## src/rtl/core/dsp_pkg.sv

```systemverilog
// ----------------------------------------------------------------------------
// dsp_pkg: shared types and constants for the drive-straight PID block
// Field widths, fixed-point limits, the sequencer states, the interfaces of
// the constant divider, and the radix-16 digit function for division by 20.
// ----------------------------------------------------------------------------
package dsp_pkg;

    // Field widths
    localparam int GAIN_W  = 16;
    localparam int SPEED_W = 8;
    localparam int DRV_W   = 8;
    localparam int CNT_W   = 32;
    localparam int ERR_W   = CNT_W + 1;      // right - left
    localparam int DIFF_W  = ERR_W + 1;      // error - previous error
    localparam int INTEG_W = 48;
    localparam int INC_W   = ERR_W + 5;      // 20 * error
    localparam int I_LO_W  = 24;             // integral split for the multiplier
    localparam int I_HI_W  = INTEG_W - I_LO_W;

    // Shared multiplier: 17 bit signed by 34 bit signed
    localparam int MUL_A_W = GAIN_W + 1;
    localparam int MUL_B_W = DIFF_W;
    localparam int MUL_P_W = MUL_A_W + MUL_B_W;

    // Correction accumulator
    localparam int ACC_W   = 66;

    // Behavior constants
    localparam int SPEED_LIMIT = 110;
    localparam int DERIV_DIV   = 20;
    localparam int DRIVE_MAX   = 127;
    localparam int CORR_SCALE  = SPEED_LIMIT * 256;        // 28160
    localparam int NSAT        = (DRIVE_MAX + 1) * CORR_SCALE;

    // Right-side numerator: speed * (CORR_SCALE - C), with the factor clamped
    // to +-M_LIM. Any clamp already saturates the drive when speed is nonzero.
    localparam int M_W    = 24;
    localparam int M_LIM  = 1 << (M_W - 2);
    localparam int N_W    = 31;
    localparam int NQ_W   = DRV_W - 1;

    // Output divide: CORR_SCALE = 512 * 55. Drop nine bits, then multiply by
    // ceil(2^19 / 55) and keep the bits above 19; exact below NSAT.
    localparam int N_SHIFT = 9;
    localparam int NX_W    = 13;
    localparam int RCP_SH  = 19;
    localparam int RCP_55  = 9533;

    // Constant divider by 20, one hex digit per cycle
    localparam int DIV_IN_W  = MUL_P_W - 1;
    localparam int DIGITS    = (DIV_IN_W + 3) / 4;
    localparam int DIVX_W    = DIGITS * 4;
    localparam int DCNT_W    = 4;
    localparam int DREM_W    = 5;
    localparam int DV_W      = DREM_W + 4;
    localparam int QDIV_W    = 46;

    // Configuration register indexes
    typedef enum logic [1:0] {
        CFG_GAIN_P = 2'd0,
        CFG_GAIN_I = 2'd1,
        CFG_GAIN_D = 2'd2
    } cfg_idx_t;

    // Sequencer states
    typedef enum logic [3:0] {
        ST_IDLE,
        ST_INTEG,
        ST_MUL_D,
        ST_MUL_P,
        ST_MUL_IL,
        ST_MUL_IH,
        ST_ACC_IH,
        ST_WAIT_DIV,
        ST_CORR,
        ST_MUL_N,
        ST_DIV_N,
        ST_QUOT_N,
        ST_FINISH
    } st_t;

    typedef struct packed {
        logic                start;
        logic [DIV_IN_W-1:0] dividend;
    } cdiv_req_t;

    typedef struct packed {
        logic              busy;
        logic [QDIV_W-1:0] quotient;
    } cdiv_rsp_t;

    // Quotient digit of a partial remainder (below 320) divided by 20
    function automatic logic [3:0] div20_digit(input logic [DV_W-1:0] v);
        logic [3:0] q;
        q = '0;
        for (int k = 1; k < 16; k++)
        begin
            if (v >= DV_W'(k * DERIV_DIV))
            begin
                q = 4'(k);
            end
        end
        return q;
    endfunction

endpackage

```

## src/rtl/core/dsp_mul.sv

```systemverilog
// ----------------------------------------------------------------------------
// dsp_mul: shared signed multiplier
// One 17 x 34 bit signed product per cycle, registered at the output.
// ----------------------------------------------------------------------------
module dsp_mul
    import dsp_pkg::*;
(
    input  logic                      clk,
    input  logic signed [MUL_A_W-1:0] a,
    input  logic signed [MUL_B_W-1:0] b,
    output logic signed [MUL_P_W-1:0] p
);

    // Product register
    always_ff @(posedge clk)
    begin
        p <= a * b;
    end

endmodule

```

## src/rtl/core/dsp_cdiv.sv

```systemverilog
// ----------------------------------------------------------------------------
// dsp_cdiv: divide by 20
// Long division of an unsigned magnitude by 20, one hex digit per cycle,
// most significant digit first. Busy from start until the last digit is taken.
// ----------------------------------------------------------------------------
module dsp_cdiv
    import dsp_pkg::*;
(
    input  logic      clk,
    input  logic      rst_n,
    input  cdiv_req_t req,
    output cdiv_rsp_t rsp
);

    logic [DIVX_W-1:0] x_reg, x_next;
    logic [DIVX_W-1:0] q_reg, q_next;
    logic [DREM_W-1:0] rem_reg, rem_next;
    logic [DCNT_W-1:0] cnt_reg, cnt_next;
    logic              busy_reg, busy_next;
    logic [DV_W-1:0]   v;
    logic [DV_W-1:0]   v_rem;
    logic [3:0]        qd;

    // Digit step: bring down the next hex digit and take out multiples of 20
    always_comb
    begin
        v     = {rem_reg, x_reg[DIVX_W-1 -: 4]};
        qd    = div20_digit(v);
        v_rem = v - ({1'b0, qd, 4'b0000} + {3'b000, qd, 2'b00});

        x_next    = x_reg;
        q_next    = q_reg;
        rem_next  = rem_reg;
        cnt_next  = cnt_reg;
        busy_next = busy_reg;

        if (req.start)
        begin
            x_next    = DIVX_W'(req.dividend);
            q_next    = '0;
            rem_next  = '0;
            cnt_next  = DCNT_W'(DIGITS - 1);
            busy_next = 1'b1;
        end
        else if (busy_reg)
        begin
            x_next   = x_reg << 4;
            q_next   = {q_reg[DIVX_W-5:0], qd};
            rem_next = v_rem[DREM_W-1:0];
            if (cnt_reg == '0)
            begin
                busy_next = 1'b0;
            end
            else
            begin
                cnt_next = cnt_reg - 1'b1;
            end
        end
    end

    // Control registers
    always_ff @(posedge clk or negedge rst_n)
    begin
        if (!rst_n)
        begin
            busy_reg <= 1'b0;
            cnt_reg  <= '0;
        end
        else
        begin
            busy_reg <= busy_next;
            cnt_reg  <= cnt_next;
        end
    end

    // Data registers
    always_ff @(posedge clk)
    begin
        x_reg   <= x_next;
        q_reg   <= q_next;
        rem_reg <= rem_next;
    end

    assign rsp.busy     = busy_reg;
    assign rsp.quotient = q_reg[QDIV_W-1:0];

endmodule

```

## src/rtl/core/drive_straight_pid.sv

```systemverilog
// ----------------------------------------------------------------------------
// drive_straight_pid: straight-line drive correction for a two-wheeled base
// A control step skips the output divide when the right drive saturates; a
// clear goes from idle straight to loading the output register.
// Throughput: one item at a time; the next is taken once the result sits in
// the output register. The 13-digit divide by 20 of the derivative term sets
// most of the step time; the output divide is a reciprocal multiply.
// Reset: gains go to kp = 1.0, ki = kd = 0; integral and previous error clear.
// ----------------------------------------------------------------------------
module drive_straight_pid
    import dsp_pkg::*;
(
    input  logic        clk,
    input  logic        rst_n,

    // Input items
    input  logic        s_tvalid,
    output logic        s_tready,
    input  logic [71:0] s_tdata,    // speed[7:0], right_count[39:8], left_count[71:40]
    input  logic        s_tuser,    // cmd[0]

    // Result items
    output logic        m_tvalid,
    input  logic        m_tready,
    output logic [23:0] m_tdata,    // left_drive[7:0], right_drive[15:8], saturated[16]

    // Configuration writes
    input  logic        cfg_valid,
    output logic        cfg_ready,
    input  logic [1:0]  cfg_index,
    input  logic [15:0] cfg_data
);

    // Gains
    logic [GAIN_W-1:0] gain_p_reg, gain_i_reg, gain_d_reg;

    // Sequencer and loop state
    st_t                      state_reg, state_next;
    logic signed [INTEG_W-1:0] integ_reg, integ_next;
    logic signed [ERR_W-1:0]  prev_reg, prev_next;
    logic                     m_tvalid_reg, m_tvalid_next;

    // Working registers
    logic signed [ERR_W-1:0]   e_reg, e_next;
    logic signed [DIFF_W-1:0]  d_reg, d_next;
    logic signed [SPEED_W-1:0] s_reg, s_next;
    logic signed [DRV_W-1:0]   r_reg, r_next;
    logic                      sat_reg, sat_next;
    logic                      dneg_reg, dneg_next;
    logic                      nneg_reg, nneg_next;
    logic signed [ACC_W-1:0]   acc_reg, acc_next;
    logic [NX_W-1:0]           nx_reg, nx_next;

    // Output register
    logic signed [DRV_W-1:0] out_left_reg, out_right_reg;
    logic                    out_sat_reg;

    // Shared units
    logic signed [MUL_A_W-1:0] mul_a;
    logic signed [MUL_B_W-1:0] mul_b;
    logic signed [MUL_P_W-1:0] mul_p;
    cdiv_req_t                 div_req;
    cdiv_rsp_t                 div_rsp;

    // Intermediate values
    logic [CNT_W-1:0]          right_in, left_in;
    logic signed [SPEED_W-1:0] speed_in, speed_clamp;
    logic signed [ERR_W-1:0]   e_in;
    logic signed [INC_W-1:0]   inc;
    logic signed [INTEG_W:0]   integ_sum;
    logic signed [MUL_P_W-1:0] p_abs;
    logic signed [ACC_W-1:0]   div_q_ext;
    logic signed [ACC_W-1:0]   corr_diff;
    logic signed [M_W-1:0]     m_clamp;
    logic signed [N_W-1:0]     n_val, n_abs;
    logic [NQ_W-1:0]           nq;

    dsp_mul u_mul
    (
        .clk (clk),
        .a   (mul_a),
        .b   (mul_b),
        .p   (mul_p)
    );

    dsp_cdiv u_cdiv
    (
        .clk   (clk),
        .rst_n (rst_n),
        .req   (div_req),
        .rsp   (div_rsp)
    );

    // Field unpacking and per-step arithmetic
    always_comb
    begin
        speed_in = $signed(s_tdata[SPEED_W-1:0]);
        right_in = s_tdata[SPEED_W +: CNT_W];
        left_in  = s_tdata[SPEED_W+CNT_W +: CNT_W];

        if (speed_in > SPEED_W'(SPEED_LIMIT))
        begin
            speed_clamp = SPEED_W'(SPEED_LIMIT);
        end
        else if (speed_in < -SPEED_W'(SPEED_LIMIT))
        begin
            speed_clamp = -SPEED_W'(SPEED_LIMIT);
        end
        else
        begin
            speed_clamp = speed_in;
        end

        e_in = $signed({right_in[CNT_W-1], right_in}) - $signed({left_in[CNT_W-1], left_in});

        // 20 * e as 16e + 4e
        inc       = (INC_W'(e_reg) <<< 4) + (INC_W'(e_reg) <<< 2);
        integ_sum = (INTEG_W + 1)'(integ_reg) + (INTEG_W + 1)'(inc);

        p_abs     = mul_p[MUL_P_W-1] ? -mul_p : mul_p;
        div_q_ext = $signed({{(ACC_W - QDIV_W){1'b0}}, div_rsp.quotient});

        // Right-side factor, clamped where it saturates the drive anyway
        corr_diff = ACC_W'(CORR_SCALE) - acc_reg;
        if (corr_diff > ACC_W'(M_LIM))
        begin
            m_clamp = M_W'(M_LIM);
        end
        else if (corr_diff < -ACC_W'(M_LIM))
        begin
            m_clamp = -M_W'(M_LIM);
        end
        else
        begin
            m_clamp = corr_diff[M_W-1:0];
        end

        n_val  = mul_p[N_W-1:0];
        n_abs  = n_val[N_W-1] ? -n_val : n_val;

        // Quotient of the numerator magnitude by CORR_SCALE
        nq     = mul_p[RCP_SH +: NQ_W];
    end

    // Shared multiplier operands and divider start
    always_comb
    begin
        mul_a = '0;
        mul_b = '0;
        unique case (state_reg)
            ST_MUL_D:
            begin
                mul_a = $signed({1'b0, gain_d_reg});
                mul_b = d_reg;
            end
            ST_MUL_P:
            begin
                mul_a = $signed({1'b0, gain_p_reg});
                mul_b = MUL_B_W'(e_reg);
            end
            ST_MUL_IL:
            begin
                mul_a = $signed({1'b0, gain_i_reg});
                mul_b = $signed({{(MUL_B_W - I_LO_W){1'b0}}, integ_reg[I_LO_W-1:0]});
            end
            ST_MUL_IH:
            begin
                mul_a = $signed({1'b0, gain_i_reg});
                mul_b = MUL_B_W'($signed(integ_reg[INTEG_W-1 -: I_HI_W]));
            end
            ST_CORR:
            begin
                mul_a = MUL_A_W'(s_reg);
                mul_b = MUL_B_W'(m_clamp);
            end
            ST_DIV_N:
            begin
                mul_a = MUL_A_W'(RCP_55);
                mul_b = $signed({{(MUL_B_W - NX_W){1'b0}}, nx_reg});
            end
            default:
            begin
                mul_a = '0;
                mul_b = '0;
            end
        endcase

        div_req.start    = (state_reg == ST_MUL_P);
        div_req.dividend = p_abs[DIV_IN_W-1:0];
    end

    // Sequencer: next state and register updates
    always_comb
    begin
        state_next    = state_reg;
        integ_next    = integ_reg;
        prev_next     = prev_reg;
        m_tvalid_next = m_tvalid_reg && !m_tready;
        e_next        = e_reg;
        d_next        = d_reg;
        s_next        = s_reg;
        r_next        = r_reg;
        sat_next      = sat_reg;
        dneg_next     = dneg_reg;
        nneg_next     = nneg_reg;
        acc_next      = acc_reg;
        nx_next       = nx_reg;

        unique case (state_reg)
            ST_IDLE:
            begin
                if (s_tvalid)
                begin
                    sat_next = 1'b0;
                    if (s_tuser)
                    begin
                        // Clear: zero the loop state and return zeros
                        integ_next = '0;
                        prev_next  = '0;
                        s_next     = '0;
                        r_next     = '0;
                        state_next = ST_FINISH;
                    end
                    else
                    begin
                        s_next     = speed_clamp;
                        e_next     = e_in;
                        state_next = ST_INTEG;
                    end
                end
            end
            ST_INTEG:
            begin
                // Saturating integral, derivative difference
                if (integ_sum[INTEG_W] != integ_sum[INTEG_W-1])
                begin
                    integ_next = integ_sum[INTEG_W] ? {1'b1, {(INTEG_W - 1){1'b0}}}
                                                     : {1'b0, {(INTEG_W - 1){1'b1}}};
                    sat_next   = 1'b1;
                end
                else
                begin
                    integ_next = integ_sum[INTEG_W-1:0];
                end
                d_next     = DIFF_W'(e_reg) - DIFF_W'(prev_reg);
                prev_next  = e_reg;
                state_next = ST_MUL_D;
            end
            ST_MUL_D:
            begin
                state_next = ST_MUL_P;
            end
            ST_MUL_P:
            begin
                // kd * d is ready: divider takes its magnitude
                dneg_next  = mul_p[MUL_P_W-1];
                state_next = ST_MUL_IL;
            end
            ST_MUL_IL:
            begin
                acc_next   = ACC_W'(mul_p);
                state_next = ST_MUL_IH;
            end
            ST_MUL_IH:
            begin
                acc_next   = acc_reg + ACC_W'(mul_p);
                state_next = ST_ACC_IH;
            end
            ST_ACC_IH:
            begin
                acc_next   = acc_reg + (ACC_W'(mul_p) <<< I_LO_W);
                state_next = ST_WAIT_DIV;
            end
            ST_WAIT_DIV:
            begin
                // Subtract the derivative term, truncated toward zero
                if (!div_rsp.busy)
                begin
                    acc_next   = dneg_reg ? acc_reg + div_q_ext : acc_reg - div_q_ext;
                    state_next = ST_CORR;
                end
            end
            ST_CORR:
            begin
                state_next = ST_MUL_N;
            end
            ST_MUL_N:
            begin
                nneg_next = n_val[N_W-1];
                if (n_abs >= N_W'(NSAT))
                begin
                    r_next     = n_val[N_W-1] ? -DRV_W'(DRIVE_MAX) : DRV_W'(DRIVE_MAX);
                    sat_next   = 1'b1;
                    state_next = ST_FINISH;
                end
                else
                begin
                    nx_next    = n_abs[N_SHIFT +: NX_W];
                    state_next = ST_DIV_N;
                end
            end
            ST_DIV_N:
            begin
                // Reciprocal multiply in flight
                state_next = ST_QUOT_N;
            end
            ST_QUOT_N:
            begin
                r_next     = nneg_reg ? -$signed({1'b0, nq}) : $signed({1'b0, nq});
                state_next = ST_FINISH;
            end
            ST_FINISH:
            begin
                if (!m_tvalid_reg || m_tready)
                begin
                    m_tvalid_next = 1'b1;
                    state_next    = ST_IDLE;
                end
            end
            default:
            begin
                state_next = ST_IDLE;
            end
        endcase
    end

    // Control and loop state registers
    always_ff @(posedge clk or negedge rst_n)
    begin
        if (!rst_n)
        begin
            state_reg    <= ST_IDLE;
            integ_reg    <= '0;
            prev_reg     <= '0;
            m_tvalid_reg <= 1'b0;
        end
        else
        begin
            state_reg    <= state_next;
            integ_reg    <= integ_next;
            prev_reg     <= prev_next;
            m_tvalid_reg <= m_tvalid_next;
        end
    end

    // Working registers
    always_ff @(posedge clk)
    begin
        e_reg    <= e_next;
        d_reg    <= d_next;
        s_reg    <= s_next;
        r_reg    <= r_next;
        sat_reg  <= sat_next;
        dneg_reg <= dneg_next;
        nneg_reg <= nneg_next;
        acc_reg  <= acc_next;
        nx_reg   <= nx_next;
    end

    // Output register, loaded as the sequencer leaves ST_FINISH
    always_ff @(posedge clk)
    begin
        if (state_reg == ST_FINISH && (!m_tvalid_reg || m_tready))
        begin
            out_left_reg  <= s_reg;
            out_right_reg <= r_reg;
            out_sat_reg   <= sat_reg;
        end
    end

    // Gain registers
    always_ff @(posedge clk or negedge rst_n)
    begin
        if (!rst_n)
        begin
            gain_p_reg <= GAIN_W'(256);
            gain_i_reg <= '0;
            gain_d_reg <= '0;
        end
        else if (cfg_valid)
        begin
            unique case (cfg_idx_t'(cfg_index))
                CFG_GAIN_P: gain_p_reg <= cfg_data;
                CFG_GAIN_I: gain_i_reg <= cfg_data;
                CFG_GAIN_D: gain_d_reg <= cfg_data;
                default:
                begin
                    gain_p_reg <= gain_p_reg;
                end
            endcase
        end
    end

    assign s_tready  = (state_reg == ST_IDLE);
    assign cfg_ready = 1'b1;
    assign m_tvalid  = m_tvalid_reg;
    assign m_tdata   = {7'b0000000, out_sat_reg, out_right_reg, out_left_reg};

endmodule
```

## config.mk

```make
export PLATFORM = sky130hd
export DESIGN_NAME = drive_straight_pid
export DESIGN_NICKNAME = d
export VERILOG_FILES = /design/src/rtl/core/dsp_pkg.sv /design/src/rtl/core/dsp_mul.sv /design/src/rtl/core/dsp_cdiv.sv /design/src/rtl/core/drive_straight_pid.sv
export SDC_FILE = /design/constraint.sdc
export NUM_CORES = 2
export LEC_CHECK = 0
export BUFFER_PORTS_ARGS = -buffer_cell sky130_fd_sc_hd__buf_2
export CORE_MARGIN = 5
export CORE_UTILIZATION = 45
export DETAILED_ROUTE_END_ITERATION = 10
export MAX_ROUTING_LAYER = met4
export PLACE_DENSITY_LB_ADDON = 0.12
export SYNTH_ARGS = -nofsm -noshare
export SYNTH_HDL_FRONTEND = slang
export SYNTH_SLANG_ARGS = --single-unit
```

## constraint.sdc

```tcl
create_clock -name clk -period 9.4 [get_ports clk]
set_input_delay 1.41 -clock clk [delete_from_list [all_inputs] [get_ports clk]]
set_output_delay 1.41 -clock clk [all_outputs]
set_load 0.02 [all_outputs]
```

# --- Word level (Yosys, flattened, before mapping) ---
# Cells that the tools add are included.
classes:
  add_sub_neg: 15
  n_mul: 1
  div: 0
  n_lt_le_gt_ge: 20
  n_eq_ne: 22
  shift: 0
  n_mux: 60
  bitwise_logic: 2
  n_reduce_logical: 28
op_table:
  columns: ["operator", "count"]
  rows:
  - ["$pmux W66 S4", 1]
  - ["$pmux W34 S6", 1]
  - ["$mux W48", 4]
  - ["$mux W50", 3]
  - ["$mux W66", 2]
  - ["$pmux W48 S2", 1]
  - ["$pmux W17 S5", 1]
  - ["$mux W4", 20]
  - ["$add A66 B47 Y66", 1]
  - ["$add A66 B51 Y66", 1]
  - ["$add A66 B66 Y66", 1]
  - ["$gt A66 B24 Y1 const B", 1]
  - ["$lt A66 B23 Y1 const B", 1]
  - ["$mux W33", 2]
  - ["$pmux W33 S2", 1]
  - ["$sub A16 B66 Y66 const A", 1]
  - ["$sub A66 B47 Y66", 1]
  - ["$ge A9 B8 Y1 const B", 6]
  - ["$pmux W4 S13", 1]
  - ["$mul A17 B34 Y51", 1]
  - ["$neg A50 Y50", 1]
  - ["$add A48 B38 Y49", 1]
  - ["$mux W24", 2]
  - ["$mux W8", 6]
  - ["45 further kinds", 87]
word_totals:
  regBits: 475
  latch_bits: 0
  mem_bits_rw: 0
  mem_bits_ro: 0
  input_bits: 96
  output_inout_bits: 27
  word_cells: 176
  n_memories: 0

# --- Logic depth before layout (Yosys ltp) ---
depth:
  depth_word: 18
  mapped_depth: 42
  ltp_nobuf: 39

# --- Hierarchy ---
# Synthesis repeated with hierarchy kept, for this count alone.
hier_totals:
  hier_cells: 6146
  hier_area_um2: 55619.6
modules_own_cells:
  columns: ["module", "n_inst", "cells_per_inst", "area_per_inst_um2", "seq_area_each_um2"]
  rows:
  - ["drive_straight_pid", 1, 3476, 29940.0, 8794.7]
  - ["dsp_mul", 1, 2298, 20997.6, 1021.0]
  - ["dsp_cdiv", 1, 372, 4682.0, 2687.6]

# --- Least setup slack after synthesis ---
# Ideal clock, no wire load.
synth_path:
  kind: "register to register"
  from: "register acc_reg[17]"
  to: "register u_mul.p[49]"
  setup_time_ps: 115
  arrival_time_ps: 9849
  required_ps: 9285
  path_slack_ps: -565
  path_stages_with_launch: 39
  period_less_slack_ps: 9965
  cell_sequence: "edfxtp_1 -> or3_1 -> nor4_2 -> o21ai_2 -> or4_1 -> clkbuf_1 -> or2_1 -> o31ai_1 -> nand4_1 -> or4_1 -> o31ai_2 -> buf_4 -> a21oi_1 -> buf_2 -> or2_1 -> fa_1 -> inv_1 -> fa_1 -> [3 not listed] -> fa_1 -> fa_1 -> inv_1 -> fa_1 -> inv_1 -> ha_1 -> nand4_1 -> nor4_1 -> nand2_1 -> o211ai_1 -> a21oi_1 -> o21ai_0 -> a21o_1 -> nand2_1 -> o221a_2 -> nor3_1 -> nand4_1 -> and3_1"
synth_between:
  elab_chain_cells: 6
synth_lines:
  columns: ["item", "line_no", "rtl"]
  rows:
  - ["from (decl)", "drive_straight_pid.sv:51", "logic signed [ACC_W-1:0] acc_reg, acc_next;"]
  - ["from (signal assigned)", "drive_straight_pid.sv:356", "acc_reg <= acc_next;"]
  - ["$sub A16 B66 Y66 *", "drive_straight_pid.sv:124", "corr_diff = ACC_W'(CORR_SCALE) - acc_reg;"]
  - ["$lt A66 B23 Y1", "drive_straight_pid.sv:129", "else if (corr_diff < -ACC_W'(M_LIM))"]
  - ["$mux W24", "drive_straight_pid.sv:129", null]
  - ["$mux W24 *", "drive_straight_pid.sv:125", "if (corr_diff > ACC_W'(M_LIM))"]
  - ["$pmux W34 S6 *", "drive_straight_pid.sv:150", "unique case (state_reg)"]
  - ["$mul A17 B34 Y51 *", "dsp_mul.sv:17", "p <= a * b;"]
  - ["to (signal assigned)", "dsp_mul.sv:17", null]
  - ["to (decl)", "dsp_mul.sv:11", "output logic signed [MUL_P_W-1:0] p"]
# Mark *: on every way between the ends. The rest lies on a longest branch, timed or not.
# A chain may end at the register's enable or synchronous reset.

# --- Worst setup path in the final report ---
layout_path:
  from: "register acc_reg[17]"
  to: "register u_mul.p[45]"
# Same word-level chain as after synthesis.

==> impl_metrics.ini <==
[floorplanning]
die-width_um = 358.3
effective_utilization_at_floorplan_pct = 45.38
placement_rows = 127
die_height_um = 358.3
core_um2 = 120300
top_level_ports = 123
die_area_um2 = 128400

[detailed_routing]
viasPerCell = 5.640
first_pass_iters = 5
wl_met2_um = 89050
initialDrtViolationCount = 3581
post-route-drc-count = 0
detail_route.wirelength_um = 188200
ant_nets = 0
drt-met1-wl_um = 78720
dr.max_layer_used = met4
wl_met3_um = 11990
wl_per_cell_um = 22.53
via_count = 47120

[run_status]
run_status = complete, but fails checks
violations_in_the_final_reports = setup timing

[synthesis]
netlist_instances = 6168
synth-seq-area-share_pct = 22.91
mappedNetlistArea_um2 = 54580
async_flop_share_pct = 29.11
synthDistinctLibCells = 92
ys_warn_count = 0
synth_area_per_cell_um2 = 8.850
yosys_most_used_dff = sky130_fd_sc_hd__edfxtp_1
ys_seq_elements = 474
number_of_synthesized_flops_with_an_enable_pin = 232

[clock_network]
cts_max_path_buffers = 3
cts.clk_slew.worst_paths_ns = 0.07
insertion_delay_ns = 0.71
hold_buffers_post_cts = 0
cts_inserted_buffers = 58
cts.sink_count = 474
cts_tree = built
cts_root_buffer = sky130_fd_sc_hd__clkbuf_16
htreeDepth = 2

[sta]
slew_violations = 0
time_the_final_worst_path_needs_with_i_o_delays_and_setup_ns = 9.785
hold_ws_ns = 0.4303
finalCritPeriodShare_pct = 104.1
slew-limit-headroom_pct = 16.19
max_clock_freq_mhz = 102.2
grt_setup_unrepaired = true
setup_viol = 18
timing.final.ws_setup_ns = -0.3849
timing_worst_slew_pin_value_ns = 1.257
hold_viol_final = 0
clock_skew_ns = 0.05429

[worst_hold_path]
min_delay_path_depth = 0
hp-class = reg -> reg

[worst_setup_path]
count_of_cells_along_the_worst_register_to_register_path = 42
crit_path_end_kind = flop
startpoint_types = flop
critPathRequiredTime_ns = 9.96
cell_with_the_biggest_individual_delay_on_the_critical_path = sky130_fd_sc_hd__fa_2
critical-path-max-stage-delay_ns = 0.60
setup.worst_path.class = reg -> reg
critical_path_arrival_ns = 10.34
worst-path-max-fanout = 6
critical-path-top-cell-by-count = sky130_fd_sc_hd__buf_6

[placed_design]
buffer_ports.inserted = 114
place_congestion = 0.9825
dpl.hpwl_um = 151000
place_ws_ns = -0.9955
placed_cell_area_um2 = 60570

[global_route]
total_congestion_overflow_after_global_routing = 0
number_of_antenna_violations_at_the_first_check_in_global_routing = 10
largest_net_degree_at_the_start_of_global_routing = 87
first_pass_grt_wire_length_um = 288200
number_of_global_route_vias_before_repair = 47690
groute.usage.overall_pct = 30.08

[finish]
nNetsFinal = 7730
finalInstanceArea_um2 = 65150
layout.cells.most_common = sky130_fd_sc_hd__inv_1
flip_flop_count_of_the_largest_register_all_copies_and_words_added = 66
most-common-layout-cells = 717 x sky130_fd_sc_hd__inv_1, 657 x sky130_fd_sc_hd__nand2_1, 562 x sky130_fd_sc_hd__fa_1
area_growth_syn_to_layout_pct = 19.35
post_route_cells_drive_above_1_share_pct = 18.80

[run]
drv_cap = 0
## critical path: cells and delay by family (launching register included)
kind                     cells  cell delay (ns)
buffers and inverters       11             1.29
adder cells (fa/ha/maj)      7             3.41
AO/OA/AOI/OAI               10             1.67
XOR/XNOR                     2             0.24
flip-flops                   1             0.38
AND/OR/NAND/NOR             12             2.69
## layout make-up
cell class | count | area, um2
antenna | 9 | 22.52
clock buffer | 72 | 1648
clock inverter | 37 | 314.1
fill | 11210 | 55140
inverter | 777 | 2919
multi-input combinational | 4645 | 40080
sequential | 474 | 12510
tap | 1612 | 2017
timing repair buffer | 728 | 5637
## Yosys cell counts (13+ instances only)
cell                       number  share of area (%)
sky130_fd_sc_hd__dfrtp_1      137                6.3
sky130_fd_sc_hd__nand3_1       79               0.72
sky130_fd_sc_hd__nand2_1      672                4.6
sky130_fd_sc_hd__inv_1        777                5.3
sky130_fd_sc_hd__clkbuf_1     224                1.5
sky130_fd_sc_hd__xor2_1       149                2.4
sky130_fd_sc_hd__o221ai_1      13               0.21
sky130_fd_sc_hd__nor2_1       566                3.9
sky130_fd_sc_hd__a21o_1       153                2.1
sky130_fd_sc_hd__dfxtp_1      104                3.8
sky130_fd_sc_hd__mux2i_1       54               0.99
sky130_fd_sc_hd__a221oi_1      24               0.39
sky130_fd_sc_hd__or3_1         41               0.47
sky130_fd_sc_hd__a22oi_1       55               0.76
sky130_fd_sc_hd__and2_1        15               0.17
sky130_fd_sc_hd__a211oi_1      37               0.51
sky130_fd_sc_hd__xnor2_1      263                4.2
sky130_fd_sc_hd__nor2b_1       48               0.55
sky130_fd_sc_hd__a222oi_1      14               0.26
sky130_fd_sc_hd__nor4_1        41               0.47
sky130_fd_sc_hd__nor3_1        95               0.87
sky130_fd_sc_hd__or2_1         15               0.17
sky130_fd_sc_hd__o31ai_1       33               0.45
sky130_fd_sc_hd__buf_4         13               0.18
sky130_fd_sc_hd__a22o_1        80                1.3
sky130_fd_sc_hd__o21ai_0      312                2.9
sky130_fd_sc_hd__or4_1         21               0.29
sky130_fd_sc_hd__edfxtp_1     232                 13
sky130_fd_sc_hd__o21bai_1      39               0.54
sky130_fd_sc_hd__mux2_2        48               0.99
sky130_fd_sc_hd__a31oi_1       47               0.54
sky130_fd_sc_hd__a21oi_1      335                3.1
sky130_fd_sc_hd__nand2b_1      94                1.1
sky130_fd_sc_hd__and4_1        19               0.30
sky130_fd_sc_hd__fa_1         588                 22
sky130_fd_sc_hd__ha_1         362                8.3
sky130_fd_sc_hd__buf_1         29               0.20
sky130_fd_sc_hd__and3_1        18               0.21
sky130_fd_sc_hd__o211ai_1      20               0.28
sky130_fd_sc_hd__nand4_1       49               0.56
sky130_fd_sc_hd__or2_2         24               0.28
sky130_fd_sc_hd__a221o_1       14               0.26
sky130_fd_sc_hd__o21a_1        40               0.55
## repair_timing
item                                    CTS  global route
cloned                                    3             0
gates resized for setup                 230           199
pin swaps                               154           179
buffers inserted                         52            50
endpoints found under the setup margin   27            28
## cells by family after synthesis
| family | Yosys count | synth area share, % |
|---|---|---|
| AOI/OAI and AO/OA | 1330 | 15.83 |
| xor gates and xnor gates | 412 | 6.611 |
| adders and majority gates | 950 | 29.86 |
| buffers and inverters | 1055 | 7.372 |
| DFF | 474 | 22.91 |
| muxes | 102 | 1.980 |
| other | 2 | 0.01376 |
| and+or+nand+nor | 1843 | 15.42 |
## per-stage QoR
stage          utilization [%]  std cells  setup TNS [ns]
3_5_place_dp             50.35       8139          -14.25
4_1_cts                  53.23       8298          -1.936
2_1_floorplan                -       6174        -0.02235
5_1_grt                  54.15       8352          -9.164
6_report                 54.16       8354          -3.079
3_3_place_gp             50.35       8139          -11.93
## worst paths after layout
check / slack, ns / endpoint / from
max: -0.38 / u_mul.p[45] / acc_reg[17]
min: 0.43 / out_sat_reg / sat_reg
min in group asynchronous: 0.80 / prev_reg[13] / rst_n
max reg2reg: -0.38 / u_mul.p[45] / acc_reg[17]
min reg2reg: 0.43 / out_sat_reg / sat_reg
max in group asynchronous: 7.06 / u_cdiv.busy_reg / rst_n
## layer usage
layer / up-vias / track usage [%]
li1: 21880 / -
met1: 23370 / 38.14
met2: 1549 / 49.38
met3: 325 / 4.343
met4: 0 / 10.91
met5: - / -
Power is left out: the tool's default activity adds up to more than one toggle a clock period on the data nets, which glitch-free logic cannot reach.
